## src/hdl/rpq_pkg.sv

```systemverilog
`timescale 1ns / 1ps
// Shared types, constants and helper functions for the RGB palette quantizer.
// Used by rpq_cfg, rpq_cell and rgb_palette_quantizer_unit. No dependencies.
package rpq_pkg;

    // APB address width: three 32-bit registers at byte offsets 0, 4, 8
    localparam int ADDR_W = 4;

    // Probe ring geometry: slot s lives in cell s mod NUM_CELLS
    localparam int NUM_CELLS = 4;
    localparam int CELL_W    = 2;

    // Image generation tag kept with every table entry; tag 0 marks a wiped entry
    localparam int EPOCH_W = 4;

    localparam int COLOUR_W = 24;

    localparam logic [31:0] HASH_MULT = 32'd2654435761;
    localparam logic [7:0]  ALPHA_CUT = 8'd128;
    localparam logic [7:0]  CUBE_STEP = 8'd43;

    // Register map
    typedef enum logic [1:0] {
        REG_ALPHA_ENABLE  = 2'd0,
        REG_FIXED_MODE    = 2'd1,
        REG_PALETTE_LIMIT = 2'd2
    } reg_idx_t;

    typedef struct packed {
        logic       alpha_enable;
        logic       fixed_mode;
        logic [7:0] palette_limit;
    } cfg_t;

    // One table entry in a cell bank
    typedef struct packed {
        logic [EPOCH_W-1:0]  tag;
        logic [COLOUR_W-1:0] colour;
        logic [7:0]          index;
    } entry_t;

    // Shared context driven by the controller into every cell
    typedef struct packed {
        logic               clr_en;
        logic [EPOCH_W-1:0] epoch;
        logic               new_ok;
        logic [7:0]         new_index;
    } ctx_t;

    // Probe outcome reported by a cell
    typedef struct packed {
        logic       valid;
        logic       fail;
        logic       added;
        logic [7:0] index;
    } done_t;

    // Cube level: min(v / 43, 5) by threshold compare
    function automatic logic [2:0] cube_level(input logic [7:0] v);
        logic [2:0] lvl;
        if (v >= 8'(5 * CUBE_STEP))
            lvl = 3'd5;
        else if (v >= 8'(4 * CUBE_STEP))
            lvl = 3'd4;
        else if (v >= 8'(3 * CUBE_STEP))
            lvl = 3'd3;
        else if (v >= 8'(2 * CUBE_STEP))
            lvl = 3'd2;
        else if (v >= CUBE_STEP)
            lvl = 3'd1;
        else
            lvl = 3'd0;
        return lvl;
    endfunction

    // Fixed 6x6x6 cube index, 1-based
    function automatic logic [7:0] cube_index(input logic [7:0] r, input logic [7:0] g,
                                              input logic [7:0] b);
        logic [7:0] lr;
        logic [7:0] lg;
        logic [7:0] lb;
        lr = {5'd0, cube_level(r)};
        lg = {5'd0, cube_level(g)};
        lb = {5'd0, cube_level(b)};
        return 8'(lr * 8'd36 + lg * 8'd6 + lb + 8'd1);
    endfunction

endpackage

```

## src/hdl/rpq_cfg.sv

```systemverilog
`timescale 1ns / 1ps
// APB register file of the RGB palette quantizer.
// Depends on rpq_pkg for the register map and the cfg_t bundle.
module rpq_cfg (
    input  logic                       clk,
    input  logic                       rst_n,
    input  logic                       psel,
    input  logic                       penable,
    input  logic                       pwrite,
    input  logic [rpq_pkg::ADDR_W-1:0] paddr,
    input  logic [31:0]                pwdata,
    output logic [31:0]                prdata,
    output logic                       pready,
    output rpq_pkg::cfg_t              cfg
);

    rpq_pkg::cfg_t     cfg_reg;
    rpq_pkg::cfg_t     cfg_next;
    rpq_pkg::reg_idx_t reg_idx;
    logic              wr_en;

    assign pready  = 1'b1;
    assign reg_idx = rpq_pkg::reg_idx_t'(paddr[3:2]);
    assign wr_en   = psel & penable & pwrite;
    assign cfg     = cfg_reg;

    // Decode writes
    always_comb
    begin
        cfg_next = cfg_reg;
        if (wr_en)
        begin
            unique case (reg_idx)
                rpq_pkg::REG_ALPHA_ENABLE:  cfg_next.alpha_enable  = pwdata[0];
                rpq_pkg::REG_FIXED_MODE:    cfg_next.fixed_mode    = pwdata[0];
                rpq_pkg::REG_PALETTE_LIMIT: cfg_next.palette_limit = pwdata[7:0];
                default:                    cfg_next = cfg_reg;
            endcase
        end
    end

    // Decode reads
    always_comb
    begin
        unique case (reg_idx)
            rpq_pkg::REG_ALPHA_ENABLE:  prdata = {31'd0, cfg_reg.alpha_enable};
            rpq_pkg::REG_FIXED_MODE:    prdata = {31'd0, cfg_reg.fixed_mode};
            rpq_pkg::REG_PALETTE_LIMIT: prdata = {24'd0, cfg_reg.palette_limit};
            default:                    prdata = 32'd0;
        endcase
    end

    always_ff @(posedge clk or negedge rst_n)
    begin
        if (!rst_n)
        begin
            cfg_reg.alpha_enable  <= 1'b0;
            cfg_reg.fixed_mode    <= 1'b0;
            cfg_reg.palette_limit <= 8'd255;
        end
        else
        begin
            cfg_reg <= cfg_next;
        end
    end

endmodule

```

## config.mk

```make
export PLATFORM = sky130hd
export DESIGN_NAME = rpq_cfg
export DESIGN_NICKNAME = d
export VERILOG_FILES = /design/src/hdl/rpq_pkg.sv /design/src/hdl/rpq_cfg.sv
export SDC_FILE = /design/constraint.sdc
export NUM_CORES = 1
export LEC_CHECK = 0
export ABC_AREA = 0
export CAP_MARGIN = 20
export CORE_UTILIZATION = 45
export CTS_BUF_LIST = sky130_fd_sc_hd__clkbuf_2 sky130_fd_sc_hd__clkbuf_4 sky130_fd_sc_hd__clkbuf_8
export CTS_CLUSTER_SIZE = 20
export DETAILED_ROUTE_END_ITERATION = 10
export DONT_BUFFER_PORTS = 1
export GPL_ROUTABILITY_DRIVEN = 0
export PLACE_DENSITY = 0.62
export SYNTH_ARGS = -nofsm -noshare
export SYNTH_HDL_FRONTEND = slang
export SYNTH_SLANG_ARGS = --single-unit
```

## constraint.sdc

```tcl
create_clock -name clk -period 0.8 [get_ports clk]
set_input_delay 0 -clock clk [delete_from_list [all_inputs] [get_ports clk]]
set_output_delay 0 -clock clk [all_outputs]
set_load 0.01 [all_outputs]
```

After elaboration in Yosys (flattened, before gate mapping) --
Index checks and enable logic that the tools add are counted.
Word-level totals: bits in registers 10, bits of input ports 41, word-level logic and storage cells 12, output and inout port bits 43
Operators by class: bitwise operators 2, mux-type cells 1, reductions and logical operators 4, eq/ne operators 2
Operator list (count):
- $pmux 8 s3 | 1
- $reduce_and 2->1 | 3
- $and 1x1->1 | 2
- $eq 2x1->1 const B | 1
- $eq 2x2->1 const B | 1
- $logic_not 2->1 | 1

Logic depth before layout (Yosys ltp) --
Gate-level depths: netlist of the first run.
depth in word-level cells 3, gate-level depth with buffers 3, depth with buffers taken out 3

Least setup slack after synthesis of the first run --
No wires, ideal clock.
kind input-to-reg, start point in pwrite, end point reg cfg_reg, in the netlist cfg[0], data required time 0.718 ns, slack -0.084 ns, arrival 0.802 ns, library setup time 0.082 ns, stages 3, path buffers 0, path through nand3_2 nor3b_4 mux2_2
On the way: cells in the longest elaborated chain, start to end 2
Ends and longest elaborated chain:
- from (decl) | line rpq_cfg.sv:9 | input logic pwrite,
- $and 1x1->1 | line rpq_cfg.sv:24 | assign wr_en = psel & penable & pwrite;
- $reduce_and 2->1 (no line)
- to (signal assigned) | line rpq_cfg.sv:63 | cfg_reg <= cfg_next;
- to (decl) | line rpq_cfg.sv:17 | rpq_pkg::cfg_t cfg_reg;
Every way passes these cells. A chain may end at the register's enable or synchronous reset.

Worst setup path in the final report of the first run --
start point reg cfg_reg, in the netlist cfg[0], end point out prdata[0]
On the way: cells in the longest elaborated chain, start to end 1
Ends and longest elaborated chain:
- $pmux 8 s3 | line rpq_cfg.sv:45 | unique case (reg_idx)
- to (decl) | line rpq_cfg.sv:12 | output logic [31:0] prdata,
Every way passes these cells.

==> impl_metrics.toml, run 1 <==
[sta]
finalSetupViolCount = 19
rsz0062_at_grt = "yes"
finalCritPeriodShare_pct = 130
layout_setup_ws_ps = -240
tns_ps = -2490
fin_crit_ps = 1040
hold_violations = 0
max_clock_freq_mhz = 961
clock_skew_ps = 0
slew_viol_final = 0

[drt]
wl_mm = 1.26
viasPerCell = 4.40
wire_per_inst_um = 12.2
firstDrtPassIters = 1
vias = 453
remaining_drc_errors = 0
ant_nets = 0
drt_iter0_drc = 0

[global_routing]
grt.total_usage_pct = 16.5
grt_pass1_wl_mm = 1.70
grt_max_degree = 11
grt_overflow = 0
grt_pass1_vias = 400
antenna_found_initial = 0

[clock_network]
clkLatencyLatePin_ps = 250
clkSlewWorstSetupHoldPaths_ps = 60
numCtsBuffers = 3
clock_sinks = 10
cts_tree = "done"
cts-root-buf = "clkbuf_4"
clock_path_buffers = 2
h-tree-depth = 1

[synth]
syn_area_per_cell_um2 = 10.9
netlist_area_um2 = 678
postSynthCellCount = 62
synth.distinct_cells = 14
synth_seq_area_share_pct = 38.4
ys.warnings.count = 0
synth-seq-cells = 10

[job]
maxCapViolCount = 0

[placement]
numPortBuffers = 0
dp_hpwl_um = 812
dp_cells = 88

[floorplan]
core_area_um2 = 1350
die_h_um = 40.8
start_util_pct = 50.2
dieArea_um2 = 1670
die_x_um = 40.8
num_rows = 13
ios = 84

[hold_path]
min_from = "paddr[3]"
hold_path.class = "primary input to flip-flop"

[final_layout]
nets = 130
largest_reg_flops = 10
layout_common_cells = "25 x conb_1, 9 x mux2_2, 9 x dlygate4sd3_1"
antenna_cells = 0
drive_gt1_share_pct = 52.3
mostFrequentLayoutCell = "conb_1"
fin_cells = 103
synthToLayoutAreaGrowth_pct = 32.7

[setup_path]
cp_max_fo = 2
crit_start = "cfg[0]$_DFFE_PN1P_"
reg2reg_from = "cfg[8]$_DFFE_PN0P_"
required_ps = 800
cp.arrival_ps = 1040
end_kind = "output pin"
critPathKind = "flip-flop to output pin"
worstSetupStartpointType = "flip-flop"

[power_and_ir_drop]
total_power_uw = 1880
peakVddDrop_mv = 1.29
leakage_uw = 0.000428
p_per_area_nw_per_um2 = 2090

[outcome]
status = "finished, violations left"
violations = "negative setup slack"
-- timing repair --
| action | CTS | global route |
|---|---|---|
| hold endpoints to repair | 20 | 0 |
| resized for setup | 15 | 1 |
| buffers inserted | 2 | 0 |
| setup endpoints to repair | 18 | 20 |
| hold buffers | 9 | 0 |
| pin swaps | 0 | 0 |
-- area by class of cell --
cell class,instances,area [um^2]
tap,15,18.8
timing repair buffer,24,245
multi-input combinational,50,345
clock buffer,4,30.0
fill,109,450
sequential,10,260
-- path summary, 6_finish.rpt --
kind / end / slack, ps / cells past startpoint
max in group asynchronous: cfg[2]$_DFFE_PN1P_ / 350 / 1
hold / removal: cfg[8]$_DFFE_PN0P_ / 20 / 2
setup reg to reg: cfg[8]$_DFFE_PN0P_ / -70 / 2
min in group asynchronous: cfg[9]$_DFFE_PN0P_ / 120 / 1
hold reg to reg: cfg[9]$_DFFE_PN0P_ / 550 / 1
setup / recovery: prdata[0] / -240 / 3
-- Yosys cell counts (all sizes together) --
| cell type | instances | area [um^2] |
|---|---|---|
| nor3b | 2 | 26.3 |
| nor3 | 1 | 5.00 |
| nand3 | 1 | 10.0 |
| dfrtp | 2 | 50.1 |
| nor2b | 1 | 6.26 |
| o21ai | 1 | 5.00 |
| and2 | 7 | 43.8 |
| buf | 25 | 188 |
| nand2 | 1 | 3.75 |
| mux2 | 10 | 113 |
| conb | 2 | 7.51 |
| dfstp | 8 | 210 |
| mux2i | 1 | 10.0 |
-- critical path, cell delays in order, from the launching register on --
cell and delay, ps:
dfstp_2 530, nand2_1 50, o21ai_1 70, buf_4 130
-- power by group --
part           leakage, uW  internal, uW  switching (uW)
sequential        0.000108           696             101
clock            0.0000184           226             159
combinational     0.000301           419             278
total             0.000428          1340             539
-- cell families (layout without fill, tap and decap cells) --
group	after synthesis	after routing	share of synthesized area, %
other cells	2	25	1.11
mux	11	11	18.1
flops	10	10	38.4
compound gates	1	1	0.737
buf+inv	25	28	27.7
simple gates	13	13	14.0
-- per-layer routing --
| layer | wire length, um | up-vias | track usage (%) |
|---|---|---|---|
| li1 | - | 204 | - |
| met1 | 417 | 214 | 15.6 |
| met2 | 740 | 35 | 32.4 |
| met3 | 103 | 0 | 3.80 |
| met4 | 0 | 0 | 7.50 |
| met5 | 0 | - | 0 |
-- metrics by stage --
step | utilization (%) | setup WS, ps | hold WS (ps) | area [um^2]
after floorplan | - | -71.1 | -296 | 776
after global placement | 53.1 | -49.0 | -295 | 717
after detailed placement | 53.1 | -89.4 | -295 | 717
after CTS | 66.4 | -259 | 2.28 | 896
after global routing | 66.6 | -280 | 13.5 | 900
final | 66.6 | -240 | 16.8 | 900
Note: power is estimated with default switching activity, not from simulation.
==> run 2, diff against run 1 <==
--- a/config.mk
+++ b/config.mk
@@ -14,6 +14,7 @@
 export DONT_BUFFER_PORTS = 1
 export GPL_ROUTABILITY_DRIVEN = 0
 export PLACE_DENSITY = 0.62
+export REMOVE_ABC_BUFFERS = 1
 export SYNTH_ARGS = -nofsm -noshare
 export SYNTH_HDL_FRONTEND = slang
 export SYNTH_SLANG_ARGS = --single-unit
==> run 2 against run 1 <==
The flow still finishes with violations (negative setup slack). Utilization increased by 0.65 points. Worst setup slack got worse by 9.1 ps. Sequential power increased by 0.6%. Hold slack got worse by 3.6 ps. Clock skew unchanged. Cell count increased by 1.9%. Register-to-register slack improved by 90 ps. Critical path depth unchanged. Via count decreased by 1.3%. Die area unchanged. Critical endpoint unchanged. Highest routed layer is now met4.
==> impl_metrics.toml, run 2 (synthesized netlist as in run 1, its figures left out) <==
[power_and_ir_drop]
peakVddDrop_mv = 1.21
p_per_area_nw_per_um2 = 2150
swShare_pct = 27.9
combPwrFrac_pct = 35.8
p_clk_share_pct = 23.1
total_power_uw = 1950
p_switching_uw = 544
power_frac_seq_pct = 41.2
leakage_uw = 0.000438
internal_power_uw = 1410

[setup_path]
critPathMaxStageDelay_ps = 540
crit_buf_inv = 1
critPathKind = "flip-flop to output pin"
worstSetupStartpointType = "flip-flop"
cp.arrival_ps = 1050
required_ps = 800
cp_max_fo = 3
slowest_stage = "dfstp_2"
critPathTopFamily = "flip-flops"
end_kind = "output pin"
path_cells = "nand2_1 -> o21ai_1 -> buf_4"

[final_layout]
fin_cells = 105
nets = 132
post-route-util_pct = 67.3
synthToLayoutAreaGrowth_pct = 33.9
fin_area_um2 = 908
largest_reg_flops = 10
antenna_cells = 0
drive_gt1_share_pct = 53.3
multi_input_area_um2 = 334
mostFrequentLayoutCell = "conb_1"
layout_common_cells = "25 x conb_1, 11 x buf_6, 10 x mux2_2"
fillers = 116
register_area_um2 = 260

[global_routing]
grt_max_degree = 11
grt_overflow = 0
grt.total_usage_pct = 16.1
grt_pass1_vias = 385
grt_pass1_wl_mm = 1.66
antenna_found_initial = 0

[floorplan]
core_area_um2 = 1350
die_h_um = 40.8
start_util_pct = 50.2
dieArea_um2 = 1670
die_x_um = 40.8
ios = 84
num_rows = 13

[clock_network]
h-tree-depth = 1
clock_path_buffers = 2
cts-root-buf = "clkbuf_4"
clock_sinks = 10
clkLatencyLatePin_ps = 260
cts_tree = "done"
numCtsBuffers = 3
clkSlewWorstSetupHoldPaths_ps = 60

[sta]
max_clock_freq_mhz = 953
hold_violations = 0
whs_ps = 13.2
slew_viol_final = 0
layout_setup_ws_ps = -249
clock_skew_ps = 0
fin_crit_ps = 1050
rsz0062_at_grt = "yes"
finalCritPeriodShare_pct = 131
finalSetupViolCount = 17

[drt]
remaining_drc_errors = 0
viasPerCell = 4.26
vias = 447
wire_per_inst_um = 10.6
wl_mm = 1.11
ant_nets = 0
drt_iter0_drc = 3
firstDrtPassIters = 2

[outcome]
violations = "negative setup slack"
status = "finished, violations left"

[placement]
dp_hpwl_um = 818
dp_cells = 90
numPortBuffers = 0
dpl-instance-area_um2 = 708

[hold_path]
hold_path.class = "primary input to flip-flop"

[job]
maxCapViolCount = 0
==> run 2: path summary, 6_finish.rpt <==
check / from / end / depth (start not counted) / slack [ps]
setup / recovery: cfg[0]$_DFFE_PN1P_ / prdata[0] / 3 / -250
hold / removal: paddr[3] / cfg[8]$_DFFE_PN0P_ / 2 / 10
setup reg to reg: cfg[9]$_DFFE_PN0P_ / cfg[9]$_DFFE_PN0P_ / 1 / 20
hold reg to reg: cfg[8]$_DFFE_PN0P_ / cfg[8]$_DFFE_PN0P_ / 1 / 570
max in group asynchronous: rst_n / cfg[3]$_DFFE_PN1P_ / 1 / 380
min in group asynchronous: rst_n / cfg[9]$_DFFE_PN0P_ / 1 / 100
==> run 2: power groups by stage <==
| stage | combinational (uW) | clock [uW] | sequential [uW] |
|---|---|---|---|
| after global placement | 504 | 0 | 781 |
| after floorplan | 226 | 0 | 833 |
| after detailed placement | 513 | 0 | 779 |
| final | 697 | 450 | 802 |
| after global routing | 759 | 495 | 824 |
| after CTS | 645 | 472 | 803 |
==> run 2: routing by layer <==
metal  GRT usage, %  vias to the layer above  routed length, um  share of wire, %
met4           12.5                        0                 24               2.2
met1           18.1                      207                395                36
met2           26.2                       31                599                54
met3           3.26                        2                 92               8.3
li1               -                      207                  -                 -
met5              0                        -                  0                 0
==> run 2: final cells by class <==
type	instances	area share (%)
clock buffers	4	3.99
multi-input cells	50	36.8
flip-flops and latches	10	28.7
well taps	15	2.07
repair buffers	26	28.5
==> run 2: repair_timing <==
item,CTS,global route
endpoints found under the hold margin,20,0
hold buffers,9,0
gates cloned,0,0
setup buffers,0,2
setup endpoints to repair,18,19
resized for setup,17,2
==> run 2: per-stage QoR <==
| stage | setup slack (ps) | TNS (ps) |
|---|---|---|
| after CTS | -268 | -2560 |
| after global placement | -70.8 | -521 |
| final | -249 | -2480 |
| after floorplan | -84.0 | -672 |
| after detailed placement | -93.6 | -663 |
| after global routing | -303 | -3190 |
==> run 3, diff against run 2 <==
--- a/config.mk
+++ b/config.mk
@@ -8,7 +8,7 @@
 export ABC_AREA = 0
 export CAP_MARGIN = 20
 export CORE_UTILIZATION = 45
-export CTS_BUF_LIST = sky130_fd_sc_hd__clkbuf_2 sky130_fd_sc_hd__clkbuf_4 sky130_fd_sc_hd__clkbuf_8
+export CTS_BUF_LIST = sky130_fd_sc_hd__clkbuf_4
 export CTS_CLUSTER_SIZE = 20
 export DETAILED_ROUTE_END_ITERATION = 10
 export DONT_BUFFER_PORTS = 1
==> run 3 against run 2 <==
Total power is 3.8% lower. Largest cell class unchanged. Worst setup slack hardly changed. Register-to-register slack worse by 20 ps. Die area is the same. Global-route usage up 0.23 points. The run still ends with negative setup slack left. Largest power group unchanged. Via count up 1.1%. Clock skew is the same. Critical path depth unchanged. Cell count up 0.95%. Hold slack gained 3.8 ps.
==> impl_metrics.toml, run 3 (synthesized netlist as in run 1, its figures left out) <==
[drt]
vias = 452
firstDrtPassIters = 2
drt_iter0_drc = 3
wl_mm = 1.13
remaining_drc_errors = 0
ant_nets = 0
viasPerCell = 4.26
wire_per_inst_um = 10.7

[global_routing]
grt_overflow = 0
antenna_found_initial = 0
grt_pass1_vias = 391
grt_max_degree = 11
grt_pass1_wl_mm = 1.68
grt.total_usage_pct = 16.3

[outcome]
violations = "negative setup slack"
status = "finished, violations left"

[hold_path]
hold_path.class = "primary input to flip-flop"

[sta]
clock_skew_ps = 0
max_clock_freq_mhz = 953
finalSetupViolCount = 19
rsz0062_at_grt = "yes"
finalCritPeriodShare_pct = 131
layout_setup_ws_ps = -249
fin_crit_ps = 1050
hold_violations = 0
slew_viol_final = 0

[floorplan]
core_area_um2 = 1350
dieArea_um2 = 1670
die_h_um = 40.8
die_x_um = 40.8
num_rows = 13
ios = 84
start_util_pct = 50.2

[clock_network]
h-tree-depth = 1
numCtsBuffers = 3
clkSlewWorstSetupHoldPaths_ps = 60
clock_path_buffers = 2
cts-root-buf = "clkbuf_4"
cts_tree = "done"
clock_sinks = 10
clkLatencyLatePin_ps = 260

[final_layout]
fin_cells = 106
mostFrequentLayoutCell = "conb_1"
drive_gt1_share_pct = 52.7
fillers = 121
fin_area_um2 = 910
synthToLayoutAreaGrowth_pct = 34.1
antenna_cells = 0
nets = 133
largest_reg_flops = 10
layout_common_cells = "25 x conb_1, 12 x buf_6, 10 x mux2_2"
post-route-util_pct = 67.4

[setup_path]
end_kind = "output pin"
critPathKind = "flip-flop to output pin"
worstSetupStartpointType = "flip-flop"
cp.arrival_ps = 1050
r2r_setup_slack_ps = 0
required_ps = 800
cp_max_fo = 3

[power_and_ir_drop]
leakage_uw = 0.000439
peakVddDrop_mv = 1.04
p_per_area_nw_per_um2 = 2060

[placement]
dp_hpwl_um = 818
numPortBuffers = 0
dp_cells = 90
dpl-instance-area_um2 = 708

[job]
maxCapViolCount = 0
-- run 3: worst max-delay path, cell delays in order, from the launching register on --
cell,delay [ps]
dfstp_2,540
nand2_1,50
o21ai_1,60
buf_4,130
-- run 3: area by class of cell --
type / instances / area, um^2 / area share [%]
well taps: 15 / 18.8 / 2.06
clock buffers: 3 / 22.5 / 2.48
flip-flops and latches: 10 / 260 / 28.6
repair buffers: 27 / 270 / 29.7
clock inverters: 1 / 3.75 / 0.413
multi-input cells: 50 / 334 / 36.7
-- run 3: routing by layer --
metal | global-route usage [%] | vias to the layer above | part of all wire [%]
met1 | 17.7 | 209 | 35
met2 | 27.3 | 31 | 54
met5 | 0 | - | 0
met3 | 3.26 | 2 | 8.1
met4 | 12.5 | 0 | 2.1
li1 | - | 210 | -
-- run 3: through the flow --
| step | total power [uW] | setup TNS [ps] | hold WS [ps] | setup slack, ps |
|---|---|---|---|---|
| final | 1880 | -2560 | 17.0 | -249 |
| after global routing | 2010 | -3300 | 15.1 | -303 |
| after CTS | 1820 | -2560 | -1.84 | -268 |
| after detailed placement | 1290 | -663 | -295 | -93.6 |
| after global placement | 1290 | -521 | -295 | -70.8 |
| after floorplan | 1060 | -672 | -296 | -84.0 |
-- run 3: path summary, 6_finish.rpt --
path	startpoint	to	cells past startpoint
hold reg to reg	cfg[8]$_DFFE_PN0P_	cfg[8]$_DFFE_PN0P_	1
max in group asynchronous	rst_n	cfg[3]$_DFFE_PN1P_	1
hold / removal	paddr[3]	cfg[8]$_DFFE_PN0P_	2
setup reg to reg	cfg[9]$_DFFE_PN0P_	cfg[9]$_DFFE_PN0P_	1
setup / recovery	cfg[0]$_DFFE_PN1P_	prdata[0]	3
min in group asynchronous	rst_n	cfg[8]$_DFFE_PN0P_	1
-- run 3: report_power, final --
group	internal (uW)	total (uW)	switching, uW
combinational	454	723	270
sequential	696	804	108
clock	180	349	169
total	1330	1880	546
-- run 3: timing repair --
item	CTS	global route
hold buffers	9	0
resized for setup	17	3
endpoints found under the setup margin	18	19
endpoints found under the hold margin	20	0
buffers inserted	0	3
